`config.mk`:
```
export PLATFORM = sky130hd
export DESIGN_NAME = mpam_ram
export DESIGN_NICKNAME = d
export VERILOG_FILES = /design/src/rtl/mpam_ram.sv
export SDC_FILE = /design/constraint.sdc
export NUM_CORES = 1
export LEC_CHECK = 0
export ABC_AREA = 1
export BUFFER_PORTS_ARGS = -buffer_cell sky130_fd_sc_hd__buf_4
export CAP_MARGIN = 0
export CORE_UTILIZATION = 55
export CTS_BUF_LIST = sky130_fd_sc_hd__clkbuf_4 sky130_fd_sc_hd__clkbuf_8
export DETAILED_ROUTE_END_ITERATION = 10
export GPL_ROUTABILITY_DRIVEN = 1
export PLACE_DENSITY_LB_ADDON = 0.25
export SLEW_MARGIN = 10
export SYNTH_ARGS = -nofsm -noshare
export SYNTH_HDL_FRONTEND = slang
export SYNTH_SLANG_ARGS = --single-unit
```
`constraint.sdc`:
```
create_clock -name clk -period 1.8 [get_ports clk]
set_clock_uncertainty 0.2 [all_clocks]
set_input_delay 0.18 -clock clk [delete_from_list [all_inputs] [get_ports clk]]
set_output_delay 0.18 -clock clk [all_outputs]
set_load 0.1 [all_outputs]
```
`src/rtl/mpam_ram.sv`:
```
// Generic single-port RAM with registered read data.
module mpam_ram #(
  parameter int WIDTH = 8,
  parameter int DEPTH = 16
) (
  input  logic                     clk,
  input  logic [$clog2(DEPTH)-1:0] addr,
  input  logic                     we,
  input  logic [WIDTH-1:0]         wdata,
  output logic [WIDTH-1:0]         rdata
);

  logic [WIDTH-1:0] mem [DEPTH];

  always_ff @(posedge clk) begin
    if (we) begin
      mem[addr] <= wdata;
    end
    rdata <= mem[addr];
  end

endmodule

```
Yosys cells after proc, flatten, opt, wreduce, memory -nomap -nowiden
Memory sizes are Yosys's and may differ from the RTL's. A register that Yosys moved wholly into a read port is not among the register bits.
Index checks and enable logic that the tools add are counted.
{"block": "classes", "n_eq_ne": 0, "n_addsub": 0, "mux": 2, "n_reduce_logical": 0, "bitwise_logic": 0, "n_shift": 0, "mul": 0, "order_cmp": 0, "n_div": 0}
{"cell": "$mux W1", "count": 2}
{"block": "totals", "romBits": 0, "inputBits": 14, "latchBits": 0, "output_inout_bits": 8, "mem_bits_rw": 128, "reg_bits": 0, "mem_count": 1}
{"memory": "mem", "depth": 16, "word_bits": 8, "rd": 1, "rd_ports_with_merged_regs": 1, "write_ports": 1, "line_no": "13", "rtl": "logic [WIDTH-1:0] mem [DEPTH];"}

Depth between registers and ports, before layout
{"block": "depth", "depth_word": 2, "ltp_mapped": 11, "mapped_depth_nobuf": 9}

Worst setup path after synthesis
OpenSTA, ideal clock, no wires.
{"block": "synth_path", "path_kind": "input-to-reg", "startpoint": "input addr[1]", "endpoint": "memory mem[3][0] (enable)", "slack_ns": 0.043, "arrival_ns": 1.187, "t_required_ns": 1.230, "path_stages": 4, "cell_sequence": "buf_2 clkbuf_1 nand3_1 nor2_1"}
{"element": "start, declared", "line_no": "7", "rtl": "input logic [$clog2(DEPTH)-1:0] addr,"}
{"element": "end, declared", "line_no": "13"}
No word-level cell before the write port.

Worst setup path in the final report
{"block": "layout_path", "startpoint": "register rdata[0], read port of mem", "endpoint": "output rdata[0]"}
{"element": "start, declared", "line_no": "10", "rtl": "output logic [WIDTH-1:0] rdata"}
No word-level cell between the ends.

==> results.py <==
metrics = {
    "setup_path": {
        "start_kind": "flop",
        "cpMaxStageDelayCell": "dfxtp_1",
        "path_max_fanout": 1,
        "end_kind": "output pin",
        "crit_type": "reg -> out",
        "max_stage_delay_ns": 0.36,
        "crit_required_ns": 1.42,
        "r2r_start": "mem[6][3]",
        "critPathTopFamily": "flip-flops",
        "cp_num_buf_inv": 1,
        "crit_chain": "buf_4",
        "crit_start": "rdata[0]",
        "worstPathArrival_ns": 1.10,
    },
    "route": {
        "first_pass_iters": 6,
        "viasPerCell": 5.17,
        "num_vias": 3875,
        "wl_per_cell_um": 16.5,
        "final_antenna_net_count": 0,
        "routed_wl_um": 12400,
        "drtIter0Drc": 310,
        "drc": 0,
    },
    "sta": {
        "timing.final.crit_share": 0.824,
        "period_minus_slack_ns": 1.48,
        "setup_viol": 0,
        "slew_viol_final": 0,
        "hold_viol_final": 0,
        "slew_headroom": 0.773,
        "tightestPinTransition_ns": 0.341,
        "tns_ns": 0,
        "rsz0062_at_grt": "false",
        "whs_ns": 0.100,
        "clock.fmax_ghz": 0.674,
    },
    "global_route": {
        "grt_usage": 0.256,
        "grt_pass1_vias": 3675,
        "overflow": 0,
        "grt_antenna_before_repair": 0,
        "grt_max_degree": 33,
        "grt_pass1_wl_um": 18800,
    },
    "placement": {
        "dp.cells": 709,
        "dp_hpwl_um": 7590,
        "gp_congestion": 0.910,
        "io_buffers": 21,
    },
    "synth": {
        "syn_area_um2": 5590,
        "synthXorXnorAreaFrac": 0,
        "yosysUniqueCellTypes": 11,
        "synth_area_leaders": "edfxtp_1 69%, nand2_1 23%, dfxtp_1 2.9%",
        "synth_adder_area_share": 0,
        "synth_top_family_by_area": "simple AND/OR/NAND/NOR gates",
        "synth-simple-area-share": 0.248,
        "synth_compound_area_frac": 0,
        "synth.area.mux_share": 0,
        "yosys_warnings": 0,
        "synth_nets": 562,
        "synth_top_area_frac": 0.687,
        "avgSynthCellArea_um2": 10.2,
        "yosysSeqAreaShare": 0.716,
        "synth_cells": 548,
        "synth_seq_cells": 136,
        "synth_top_cell_by_area": "edfxtp_1",
    },
    "hold_path": {
        "hold_class": "in -> reg",
        "worstHoldStart": "addr[1]",
    },
    "clock_tree": {
        "clockBufferDepth": 2,
        "cts_num_sinks": 136,
        "cts_tree": "done",
        "cts_root_buf": "clkbuf_8",
        "cts_htree_levels": 4,
        "cts_buffers": 17,
        "path_clk_slew_ns": 0.08,
        "clock_latency_ns": 0.44,
    },
    "run_status": {
        "status": "finished clean",
    },
    "finish": {
        "instances_no_fill": 749,
        "fillCellCount": 784,
        "drive_gt1_frac": 0.131,
        "antenna_cells": 0,
        "area.growth.synth_to_final_pct": 17.2,
        "final_nets": 617,
    },
    "floorplan": {
        "num_rows": 36,
        "fp.dieH_um": 103,
        "io_pins": 22,
        "die_w_um": 103,
        "fp.dieArea_um2": 10600,
        "start_util": 0.570,
        "core_area_um2": 9820,
    },
    "power": {
        "power_density_nw_per_um2": 1080,
        "power.leakage_nw": 2.84,
        "ir_drop_mv": 0.660,
    },
    "job": {
        "max-cap-violations": 0,
    },
}
[sequential cells by signal, summed over array words and instances (netlist names)]
| signal | count |
|---|---|
| rdata | 8 |
| mem | 128 |
[logic make-up after synthesis]
logic type | count (synthesis)
buf+inv | 44
flops | 136
simple gates | 368
[cell usage in the layout, fill, tap and decap left out]
cell | Yosys | routed
nor2_1 | 18 | 18
bufinv_16 | 0 | 5
inv_1 | 21 | 21
inv_2 | 1 | 1
dlygate4sd3_1 | 0 | 8
buf_4 | 6 | 49
clkinvlp_4 | 0 | 3
nand3_1 | 4 | 4
edfxtp_1 | 128 | 128
inv_6 | 0 | 3
nand2_1 | 346 | 346
clkinv_4 | 0 | 2
clkbuf_8 | 0 | 17
clkinv_1 | 1 | 2
clkbuf_4 | 0 | 1
dfxtp_1 | 8 | 8
[what timing repair did]
item                      in CTS  in global routing
resized for setup              0                  0
setup buffers                  0                  0
hold buffers                   8                  0
hold endpoints to repair     128                  0
[layer usage]
layer  up-vias  part of all wire  track usage
met3        24             0.077       0.0712
li1       1859                 -            -
met4         0             0.021        0.120
met5         -                 0            0
met1      1825              0.43        0.344
met2       167              0.47        0.391
[where the power goes]
part	total (mW)	switching, mW	internal [mW]
clock	2.90	1.22	1.68
sequential	3.56	0.0233	3.53
combinational	0.623	0.463	0.160
total	7.08	1.71	5.37
[cell type report]
cell class                      count  area [um^2]  area share
Multi-Input combinational cell    368         1390       0.212
Timing Repair Buffer               57          448      0.0684
Sequential cell                   136         4000       0.611
Clock buffer                       18          241      0.0369
Tap cell                          133          166      0.0254
Clock inverter                     14          220      0.0336
Inverter                           23         86.3      0.0132
[worst paths after layout]
| kind | endpoint | slack, ns | depth (start not counted) |
|---|---|---|---|
| min reg2reg | rdata[7] | 0.53 | 8 |
| min | rdata[6] | 0.1 | 7 |
| max | rdata[0] | 0.32 | 1 |
| max reg2reg | rdata[3] | 0.57 | 8 |
[per-stage QoR]
stage                     power, mW  cell area [um^2]  utilization  setup WS, ns
after CTS                      7.09              6550        0.667         0.307
after detailed placement       4.23              6010        0.612         0.263
after global placement         4.22              6010        0.612         0.286
after floorplan                4.02              5590            -        0.0428
after global routing           7.29              6550        0.667         0.303
final                          7.08              6550        0.667         0.316
[synth_stat cells]
cell	n
buf_2	12
dfxtp_1	8
clkinv_1	1
inv_1	21
nand2_1	346
edfxtp_1	128
inv_2	1
nand3_1	4
buf_4	6
clkbuf_1	3
nor2_1	18
[tightest hold or removal path, cell delays in order]
cell and delay [ns]:
buf_4 0.19, nand2_1 0.09, nand2_1 0.05, nand2_1 0.05
nand2_1 0.04, inv_1 0.04, nand2_1 0.05
No activity file was read; power rests on OpenSTA's default activity.
